## src/rtl/esl_pkg.sv

```systemverilog
`timescale 1ns / 1ps

package esl_pkg;

	typedef struct packed {
		logic [7:0] char_in;
		logic       path_mode;
	} in_word_t;

	typedef struct packed {
		logic [2:0] token_kind;
		logic [7:0] token_byte;
		logic       last_of_item;
	} out_word_t;

	typedef enum logic [3:0] {
		ST_NORMAL      = 4'd0,
		ST_DOLLAR      = 4'd1,
		ST_CR          = 4'd2,
		ST_DOLLAR_CR   = 4'd3,
		ST_NAME        = 4'd4,
		ST_BRACE_FIRST = 4'd5,
		ST_BRACE_NAME  = 4'd6,
		ST_SKIP        = 4'd7,
		ST_DISCARD     = 4'd8
	} lex_state_t;

	localparam logic [2:0] KIND_TEXT  = 3'd0;
	localparam logic [2:0] KIND_NAME  = 3'd1;
	localparam logic [2:0] KIND_NEND  = 3'd2;
	localparam logic [2:0] KIND_END   = 3'd3;
	localparam logic [2:0] KIND_ERROR = 3'd4;

	localparam logic [7:0] CH_NUL    = 8'h00;
	localparam logic [7:0] CH_LF     = 8'h0A;
	localparam logic [7:0] CH_CR     = 8'h0D;
	localparam logic [7:0] CH_SPACE  = 8'h20;
	localparam logic [7:0] CH_DOLLAR = 8'h24;
	localparam logic [7:0] CH_DASH   = 8'h2D;
	localparam logic [7:0] CH_DOT    = 8'h2E;
	localparam logic [7:0] CH_COLON  = 8'h3A;
	localparam logic [7:0] CH_UNDER  = 8'h5F;
	localparam logic [7:0] CH_LBRACE = 8'h7B;
	localparam logic [7:0] CH_PIPE   = 8'h7C;
	localparam logic [7:0] CH_RBRACE = 8'h7D;

	// Up to two tokens per byte, together with the state that the byte leaves.
	typedef struct packed {
		logic [1:0] count;
		out_word_t  tok0;
		out_word_t  tok1;
		lex_state_t state_nxt;
		logic       path_nxt;
		logic       start_nxt;
	} lex_res_t;

	function automatic logic is_name_char(input logic [7:0] c);
		return (c >= 8'h41 && c <= 8'h5A) || (c >= 8'h61 && c <= 8'h7A) ||
			(c >= 8'h30 && c <= 8'h39) || c == CH_UNDER || c == CH_DASH;
	endfunction

	function automatic logic is_brace_char(input logic [7:0] c);
		return is_name_char(c) || c == CH_DOT;
	endfunction

endpackage

```

## src/rtl/esl_lex_core.sv

```systemverilog
`timescale 1ns / 1ps

module esl_lex_core (
	input  esl_pkg::lex_state_t state,
	input  logic                path_latch,
	input  logic                at_start,
	input  esl_pkg::in_word_t   word,
	output esl_pkg::lex_res_t   res
);

	typedef struct packed {
		logic                emit;
		logic [2:0]          kind;
		logic [7:0]          tbyte;
		esl_pkg::lex_state_t state;
		logic                start;
	} nb_t;

	function automatic nb_t normal_byte(input logic [7:0] c, input logic path);
		nb_t r;
		r.emit  = 1'b0;
		r.kind  = esl_pkg::KIND_TEXT;
		r.tbyte = 8'h00;
		r.state = esl_pkg::ST_NORMAL;
		r.start = 1'b0;
		if (c == esl_pkg::CH_NUL) begin
			r.emit  = 1'b1;
			r.kind  = esl_pkg::KIND_END;
			r.start = 1'b1;
		end else if (c == esl_pkg::CH_DOLLAR) begin
			r.state = esl_pkg::ST_DOLLAR;
		end else if (c == esl_pkg::CH_CR) begin
			r.state = esl_pkg::ST_CR;
		end else if (c == esl_pkg::CH_LF) begin
			r.emit  = 1'b1;
			r.kind  = esl_pkg::KIND_END;
			r.state = esl_pkg::ST_DISCARD;
		end else if (path && (c == esl_pkg::CH_SPACE || c == esl_pkg::CH_COLON ||
				c == esl_pkg::CH_PIPE)) begin
			r.emit  = 1'b1;
			r.kind  = esl_pkg::KIND_END;
			r.state = esl_pkg::ST_DISCARD;
		end else begin
			r.emit  = 1'b1;
			r.tbyte = c;
		end
		return r;
	endfunction

	logic [7:0] c;
	logic       path;
	logic       fail;
	nb_t        nb;
	logic       use_nb;

	assign c    = word.char_in;
	assign path = at_start ? word.path_mode : path_latch;
	assign nb   = normal_byte(c, path);

	always_comb begin
		res           = '0;
		res.state_nxt = state;
		res.path_nxt  = path;
		res.start_nxt = 1'b0;
		fail          = 1'b0;
		use_nb        = 1'b0;
		case (state)
			esl_pkg::ST_DOLLAR: begin
				if (esl_pkg::is_name_char(c)) begin
					res.count          = 2'd1;
					res.tok0.token_kind = esl_pkg::KIND_NAME;
					res.tok0.token_byte = c;
					res.state_nxt      = esl_pkg::ST_NAME;
				end else if (c == esl_pkg::CH_LF) begin
					res.state_nxt = esl_pkg::ST_SKIP;
				end else if (c == esl_pkg::CH_CR) begin
					res.state_nxt = esl_pkg::ST_DOLLAR_CR;
				end else if (c == esl_pkg::CH_SPACE || c == esl_pkg::CH_DOLLAR ||
						c == esl_pkg::CH_COLON) begin
					res.count          = 2'd1;
					res.tok0.token_kind = esl_pkg::KIND_TEXT;
					res.tok0.token_byte = c;
					res.state_nxt      = esl_pkg::ST_NORMAL;
				end else if (c == esl_pkg::CH_LBRACE) begin
					res.state_nxt = esl_pkg::ST_BRACE_FIRST;
				end else begin
					fail = 1'b1;
				end
			end
			esl_pkg::ST_CR: begin
				if (c == esl_pkg::CH_LF) begin
					res.count          = 2'd1;
					res.tok0.token_kind = esl_pkg::KIND_END;
					res.state_nxt      = esl_pkg::ST_DISCARD;
				end else begin
					fail = 1'b1;
				end
			end
			esl_pkg::ST_DOLLAR_CR: begin
				if (c == esl_pkg::CH_LF) begin
					res.state_nxt = esl_pkg::ST_SKIP;
				end else begin
					fail = 1'b1;
				end
			end
			esl_pkg::ST_NAME: begin
				if (esl_pkg::is_name_char(c)) begin
					res.count          = 2'd1;
					res.tok0.token_kind = esl_pkg::KIND_NAME;
					res.tok0.token_byte = c;
				end else begin
					res.count          = 2'd1;
					res.tok0.token_kind = esl_pkg::KIND_NEND;
					use_nb             = 1'b1;
				end
			end
			esl_pkg::ST_BRACE_FIRST: begin
				if (esl_pkg::is_brace_char(c)) begin
					res.count          = 2'd1;
					res.tok0.token_kind = esl_pkg::KIND_NAME;
					res.tok0.token_byte = c;
					res.state_nxt      = esl_pkg::ST_BRACE_NAME;
				end else begin
					fail = 1'b1;
				end
			end
			esl_pkg::ST_BRACE_NAME: begin
				if (esl_pkg::is_brace_char(c)) begin
					res.count          = 2'd1;
					res.tok0.token_kind = esl_pkg::KIND_NAME;
					res.tok0.token_byte = c;
				end else if (c == esl_pkg::CH_RBRACE) begin
					res.count          = 2'd1;
					res.tok0.token_kind = esl_pkg::KIND_NEND;
					res.state_nxt      = esl_pkg::ST_NORMAL;
				end else begin
					fail = 1'b1;
				end
			end
			esl_pkg::ST_SKIP: begin
				if (c != esl_pkg::CH_SPACE) begin
					use_nb = 1'b1;
				end
			end
			esl_pkg::ST_DISCARD: begin
				if (c == esl_pkg::CH_NUL) begin
					res.state_nxt = esl_pkg::ST_NORMAL;
					res.start_nxt = 1'b1;
				end
			end
			default: begin
				use_nb = 1'b1;
			end
		endcase

		if (fail) begin
			res.count          = 2'd1;
			res.tok0.token_kind = esl_pkg::KIND_ERROR;
			res.tok0.token_byte = 8'h00;
			if (c == esl_pkg::CH_NUL) begin
				res.state_nxt = esl_pkg::ST_NORMAL;
				res.start_nxt = 1'b1;
			end else begin
				res.state_nxt = esl_pkg::ST_DISCARD;
			end
		end

		if (use_nb) begin
			res.state_nxt = nb.state;
			res.start_nxt = nb.start;
			if (nb.emit) begin
				if (res.count == 2'd0) begin
					res.count          = 2'd1;
					res.tok0.token_kind = nb.kind;
					res.tok0.token_byte = nb.tbyte;
				end else begin
					res.count          = 2'd2;
					res.tok1.token_kind = nb.kind;
					res.tok1.token_byte = nb.tbyte;
				end
			end
		end

		res.tok0.last_of_item = (res.count == 2'd1);
		res.tok1.last_of_item = (res.count == 2'd2);
	end

endmodule

```

## src/rtl/eval_string_lexer.sv

```systemverilog
`timescale 1ns / 1ps
// A byte is held in the input register and lexed there; its tokens go to the token queue.
// Throughput: one byte per cycle while the token queue has room; the token port delivers
// one word per cycle while token_ready is high. A byte is held back, whatever its token
// count, once four words wait in the four-word token queue, or three with none leaving.
// Reset: lexer in normal text state, queue empty, and the next byte latches path mode.

module eval_string_lexer (
	input  logic               clk,
	input  logic               arst_n,
	input  logic               byte_valid,
	output logic               byte_ready,
	input  esl_pkg::in_word_t  byte_word,
	output logic               token_valid,
	input  logic               token_ready,
	output esl_pkg::out_word_t token_word
);

	logic                valid_s1;
	esl_pkg::in_word_t   word_s1;
	esl_pkg::lex_state_t state_q;
	logic                path_q;
	logic                start_q;
	esl_pkg::lex_res_t   res;

	esl_pkg::out_word_t  queue_q [4];
	logic [1:0]          wr_ptr_q;
	logic [1:0]          rd_ptr_q;
	logic [2:0]          count_q;

	logic                pop;
	logic                space_ok;
	logic                advance;
	logic [1:0]          push_n;

	esl_lex_core u_core (
		.state      (state_q),
		.path_latch (path_q),
		.at_start   (start_q),
		.word       (word_s1),
		.res        (res)
	);

	assign pop        = token_valid && token_ready;
	assign space_ok   = (count_q <= 3'd2) || (count_q == 3'd3 && pop);
	assign advance    = valid_s1 && space_ok;
	assign byte_ready = !valid_s1 || advance;
	assign push_n     = advance ? res.count : 2'd0;

	assign token_valid = (count_q != 3'd0);
	assign token_word  = queue_q[rd_ptr_q];

	always_ff @(posedge clk or negedge arst_n) begin
		if (!arst_n) begin
			valid_s1 <= 1'b0;
		end else if (byte_ready) begin
			valid_s1 <= byte_valid;
		end
	end

	always_ff @(posedge clk) begin
		if (byte_ready && byte_valid) begin
			word_s1 <= byte_word;
		end
	end

	always_ff @(posedge clk or negedge arst_n) begin
		if (!arst_n) begin
			state_q <= esl_pkg::ST_NORMAL;
			path_q  <= 1'b0;
			start_q <= 1'b1;
		end else if (advance) begin
			state_q <= res.state_nxt;
			path_q  <= res.path_nxt;
			start_q <= res.start_nxt;
		end
	end

	always_ff @(posedge clk or negedge arst_n) begin
		if (!arst_n) begin
			wr_ptr_q <= 2'd0;
			rd_ptr_q <= 2'd0;
			count_q  <= 3'd0;
		end else begin
			wr_ptr_q <= wr_ptr_q + push_n;
			rd_ptr_q <= rd_ptr_q + {1'b0, pop};
			count_q  <= count_q + {1'b0, push_n} - {2'b00, pop};
		end
	end

	always_ff @(posedge clk) begin
		if (push_n != 2'd0) begin
			queue_q[wr_ptr_q] <= res.tok0;
		end
		if (push_n == 2'd2) begin
			queue_q[wr_ptr_q + 2'd1] <= res.tok1;
		end
	end

	a_queue_bound: assert property (@(posedge clk) disable iff (!arst_n)
		count_q <= 3'd4)
		else $error("token queue holds more than four words");

	a_held_byte: assert property (@(posedge clk) disable iff (!arst_n)
		valid_s1 && !space_ok |=> valid_s1 && $stable(word_s1))
		else $error("stalled byte lost before it was lexed");

	a_pair_queued: assert property (@(posedge clk) disable iff (!arst_n)
		token_valid && !token_word.last_of_item |-> count_q >= 3'd2)
		else $error("first token of a pair shown without its partner queued");

	a_discard_mid: assert property (@(posedge clk) disable iff (!arst_n)
		state_q == esl_pkg::ST_DISCARD |-> !start_q)
		else $error("discard state at the start of a string");

endmodule
```

## config.mk

```make
export PLATFORM = sky130hd
export DESIGN_NAME = eval_string_lexer
export DESIGN_NICKNAME = d
export VERILOG_FILES = /design/src/rtl/esl_pkg.sv /design/src/rtl/esl_lex_core.sv /design/src/rtl/eval_string_lexer.sv
export SDC_FILE = /design/constraint.sdc
export NUM_CORES = 1
export LEC_CHECK = 0
export ABC_CLOCK_PERIOD_IN_PS = 5330
export BUFFER_PORTS_ARGS = -buffer_cell sky130_fd_sc_hd__buf_4
export CAP_MARGIN = 5
export CORE_MARGIN = 1.5
export CORE_UTILIZATION = 60
export CTS_CLUSTER_DIAMETER = 60
export DETAILED_ROUTE_END_ITERATION = 7
export GPL_TIMING_DRIVEN = 0
export PLACE_DENSITY = 0.9
export SLEW_MARGIN = 40
export SYNTH_ARGS = -nofsm -noshare
export SYNTH_HDL_FRONTEND = slang
export SYNTH_HIERARCHICAL = 1
export SYNTH_SLANG_ARGS = --single-unit
```

## constraint.sdc

```tcl
create_clock -name clk -period 5.33 [get_ports clk]
set_input_delay 0.2665 -clock clk [delete_from_list [all_inputs] [get_ports clk]]
set_output_delay 0.2665 -clock clk [all_outputs]
set_load 0.01 [all_outputs]
```

==> impl.org <==
** STA
- On the final layout, the worst hold slack is approximately 86 ps.
- For the final routed database, the setup TNS stands at 0 ps.
- Measured against its own limit, the worst slew margin works out to 0.445.
- The final count of hold timing violations is 0.
- Final Setup Violations :: 0
- Period utilisation layout :: 0.827
- Fin Clk Skew :: between 10 and 15 ps
- Shortest period the worst path allows :: roughly 4400 ps
- The final max-slew violation count was 0.
- Setup repair after global routing left no endpoint under its margin.
- Maximum frequency from static timing analysis :: between 200 and 250 MHz
- At the pin with the least slew margin, the transition time is roughly 830 ps.

** Global route
- Number of global-route vias before repair :: 3143
- Total global-route track usage :: 0.262
- Antenna violations before repair :: 0
- Entering global routing, the biggest net connects 15 pins.
- The first global-routing pass estimated 16.2 mm of wire.
- After global routing the overflow that remains totals 0.

** Final layout
- Commonest non-fill, non-tap cell in the layout :: edfxtp_1
- Antenna fix cells :: 0
- Once layout is complete, the cells apart from fillers number 505.
- Area Overhead vs Synth :: 13.1%
- Of the cells placed in the final design, the portion with a size suffix greater than 1 is 0.384.
- The net count of the finished layout is ~420.
- Top library cells by usage in the layout, fill and taps aside :: edfxtp_1, mux2_2, buf_4

** Clock tree
- For the worst-skew pair, the clock arrives at the later sink with an insertion delay of around 350 ps.
- The root buffer cell chosen for the clock tree is clkbuf_8.
- Post-cts gate resize count :: 0
- The clock passes through at most 2 buffers.
- TritonCTS built the clock tree.
- The clock drives 71 sinks.
- Clock slew seen by the registers of the worst setup and hold paths :: 80 ps
- Clock buffers created by TritonCTS :: 9
- Maximum level of the CTS H-tree :: 3

** Logic synthesis
- Leading register cell type out of synthesis :: edfxtp_1
- The share of the Yosys chip area taken by registers is 0.452.
- Synthesis handed over a netlist of 360 instances.
- For this run, asynchronously set or reset flops after synthesis account for 0.197.
- Number of nets produced by synthesis :: 380
- Cell area after synthesis :: 4570 µm²
- After synthesis the netlist holds a flip-flop and latch count of 71.
- Count of warnings emitted by yosys :: 6
- Each instance of the synthesized netlist takes up on average 12.7 µm².
- Yosys mapped a number of flops with a built-in enable equal to 57.
- Post-synthesis cell type count :: 71

** Critical path
- Worst r2r src :: word_s1[5]
- The critical path is of the flip-flop to flip-flop type.
- The critical path ends at count_q[2].
- Type of origin of the critical path :: flip-flop
- Endpoint required time on the critical path :: 5570 ps
- Along the worst path, the maximum fanout reaches 10.
- Worst reg2reg setup slack :: 920 ps
- Reg2Reg Depth :: 18
- In this run the critical register-to-register path is captured at count_q[2].
- Crit. Startpoint :: word_s1[5]
- The worst setup path is captured at a flip-flop.
- Data arrives at the worst endpoint at 4650 ps.

** Drt
- Dividing the detail-routed via count by the number of cells gives 6.29.
- DRT antenna net count :: 0
- Iteration-0 DRC Markers :: 226
- Total number of vias :: 3176
- Final wirelength :: 10.2 mm
- Detailed-routing iteration count for the pre-antenna-repair pass :: 5
- After detailed routing, the number of remaining DRC violations is 0.
- Dividing the detail-routed wire length by the instance count gives 20.2 µm.

** Power
- Areal power density over the cells :: 456 nW/µm²
- Maximum vdd drop :: 0.237 mV
- Static leakage power :: around 2.0 nW

** Status
- The run finished with clean final reports.

** Placed design
- Port bufs :: 26
- Routability-driven placement finished with a final weighted congestion of approximately 0.93.
- In this run, placement finished with an instance count of 488.
- After legalization and detailed placement, the total HPWL measured 7.40 mm.

** Floorplan
- Vert. Die Dim :: 90.2 µm
- Die width :: approximately 90 µm
- Floorplan core area :: 7290 µm²
- Row count :: 31
- Initial core utilization :: 0.626
- Count of pins on the block boundary :: 27
- The die covers 8140 µm².

** Flow run
- Maximum capacitance violations :: 0

** Hold path
- Worst hold path type :: primary input to flip-flop
[metrics by stage]
step | utilization | instance area (µm²) | power, W | worst slack [ps]
5_1_grt | 0.708 | 5160 | 0.00247 | 749
6_report | 0.708 | 5160 | 0.00236 | 921
3_3_place_gp | 0.670 | 4890 | 0.00180 | 492
3_5_place_dp | 0.675 | 4920 | 0.00187 | 992
2_1_floorplan | - | 4570 | 0.00155 | 1510
4_1_cts | 0.708 | 5160 | 0.00236 | 977
[timing repair]
item                                   CTS  global route
endpoints found under the hold margin   14             0
hold buffers                             1             0
buffers inserted                         0             0
[synthesized netlist by cell type, types with 3 or more instances]
cell / number / share of area
buf_4: 5 / 0.0082
and3b_1: 4 / 0.0077
buf_2: 6 / 0.0066
inv_1: 15 / 0.012
dfrtp_1: 13 / 0.071
nand3_1: 7 / 0.0077
ha_1: 6 / 0.016
a31oi_1: 5 / 0.0068
nand4b_1: 4 / 0.0077
o21a_1: 3 / 0.0049
xor2_1: 3 / 0.0058
nand2b_1: 4 / 0.0055
mux2_2: 35 / 0.086
o32ai_1: 3 / 0.0058
nor3_1: 7 / 0.0077
buf_6: 5 / 0.012
and4b_1: 3 / 0.0066
nor3b_1: 4 / 0.0066
clkbuf_1: 5 / 0.0041
edfxtp_1: 57 / 0.37
and2_1: 6 / 0.0082
a21oi_1: 9 / 0.0099
mux2_4: 20 / 0.066
o211ai_1: 4 / 0.0066
or2_2: 3 / 0.0041
o21ai_1: 4 / 0.0044
nor2_1: 17 / 0.014
nor2b_1: 9 / 0.012
mux2i_1: 3 / 0.0066
o22ai_1: 3 / 0.0041
mux4_2: 12 / 0.059
nand2_1: 19 / 0.016
o21ai_0: 9 / 0.0099
and3_1: 5 / 0.0068
[worst min-delay path by stage]
stage | from | to | slack, ps | cells after the start
after global routing | byte_word[0] | word_s1[0] | 70 | 1
final | byte_word[0] | word_s1[0] | 90 | 1
after CTS | byte_word[0] | word_s1[0] | 80 | 1
after floorplan | arst_n | count_q[0] | -30 | 0
after detailed placement | arst_n | rd_ptr_q[1] | 130 | 1
after global placement | arst_n | rd_ptr_q[0] | 130 | 1
[state kept, by name, indices dropped and copies added, names as in the netlist]
| signal | flops |
|---|---|
| state_q | 4 |
| valid_s1 | 1 |
| wr_ptr_q | 2 |
| rd_ptr_q | 2 |
| word_s1 | 9 |
| count_q | 3 |
| queue_q | 48 |
| path_q | 1 |
| start_q | 1 |
[kinds of logic after synthesis]
kind of cell               count (synthesis)  share of synthesized area
xor gates and xnor gates                   5                    0.00959
other                                      1                   0.000821
buffers and inverters                     38                     0.0488
DFF                                       71                      0.452
AOI/OAI and AO/OA                         58                     0.0945
adders and majority gates                  7                     0.0208
muxes                                     70                      0.218
and+or+nand+nor                          110                      0.156
[metal layers]
metal | part of all wire | track usage
met5 | 0 | 0
met4 | 0.025 | 0.106
met3 | 0.061 | 0.0482
met2 | 0.52 | 0.448
met1 | 0.40 | 0.327
[where the power goes]
group	leakage, nW	internal (W)	switching, W
Combinational	1.23	0.000492	0.000508
Clock	0.109	0.000278	0.000211
Sequential	0.695	0.000782	0.0000853
[area by class of cell]
class	instances	area (µm²)
clock inverter	6	92.6
tap	99	124
timing repair buffer	30	225
clock buffer	10	138
multi-input combinational	251	2300
inverter	15	56.3
buffer	23	166
sequential	71	2060
fill	507	2130
[worst max-delay path, stage by stage, from the launching register on]
cell,delay (ps)
edfxtp_1,420
buf_6,170
nor4_4,420
o211ai_1,250
nand3_1,160
o32ai_1,130
a32oi_4,330
o311ai_4,210
ha_1,360
mux2_2,220
inv_1,120
or2_2,310
ha_1,270
inv_1,60
ha_1,130
inv_1,50
fa_1,380
xor2_1,170
xnor2_1,130
Note: power is estimated with default switching activity, not from simulation.
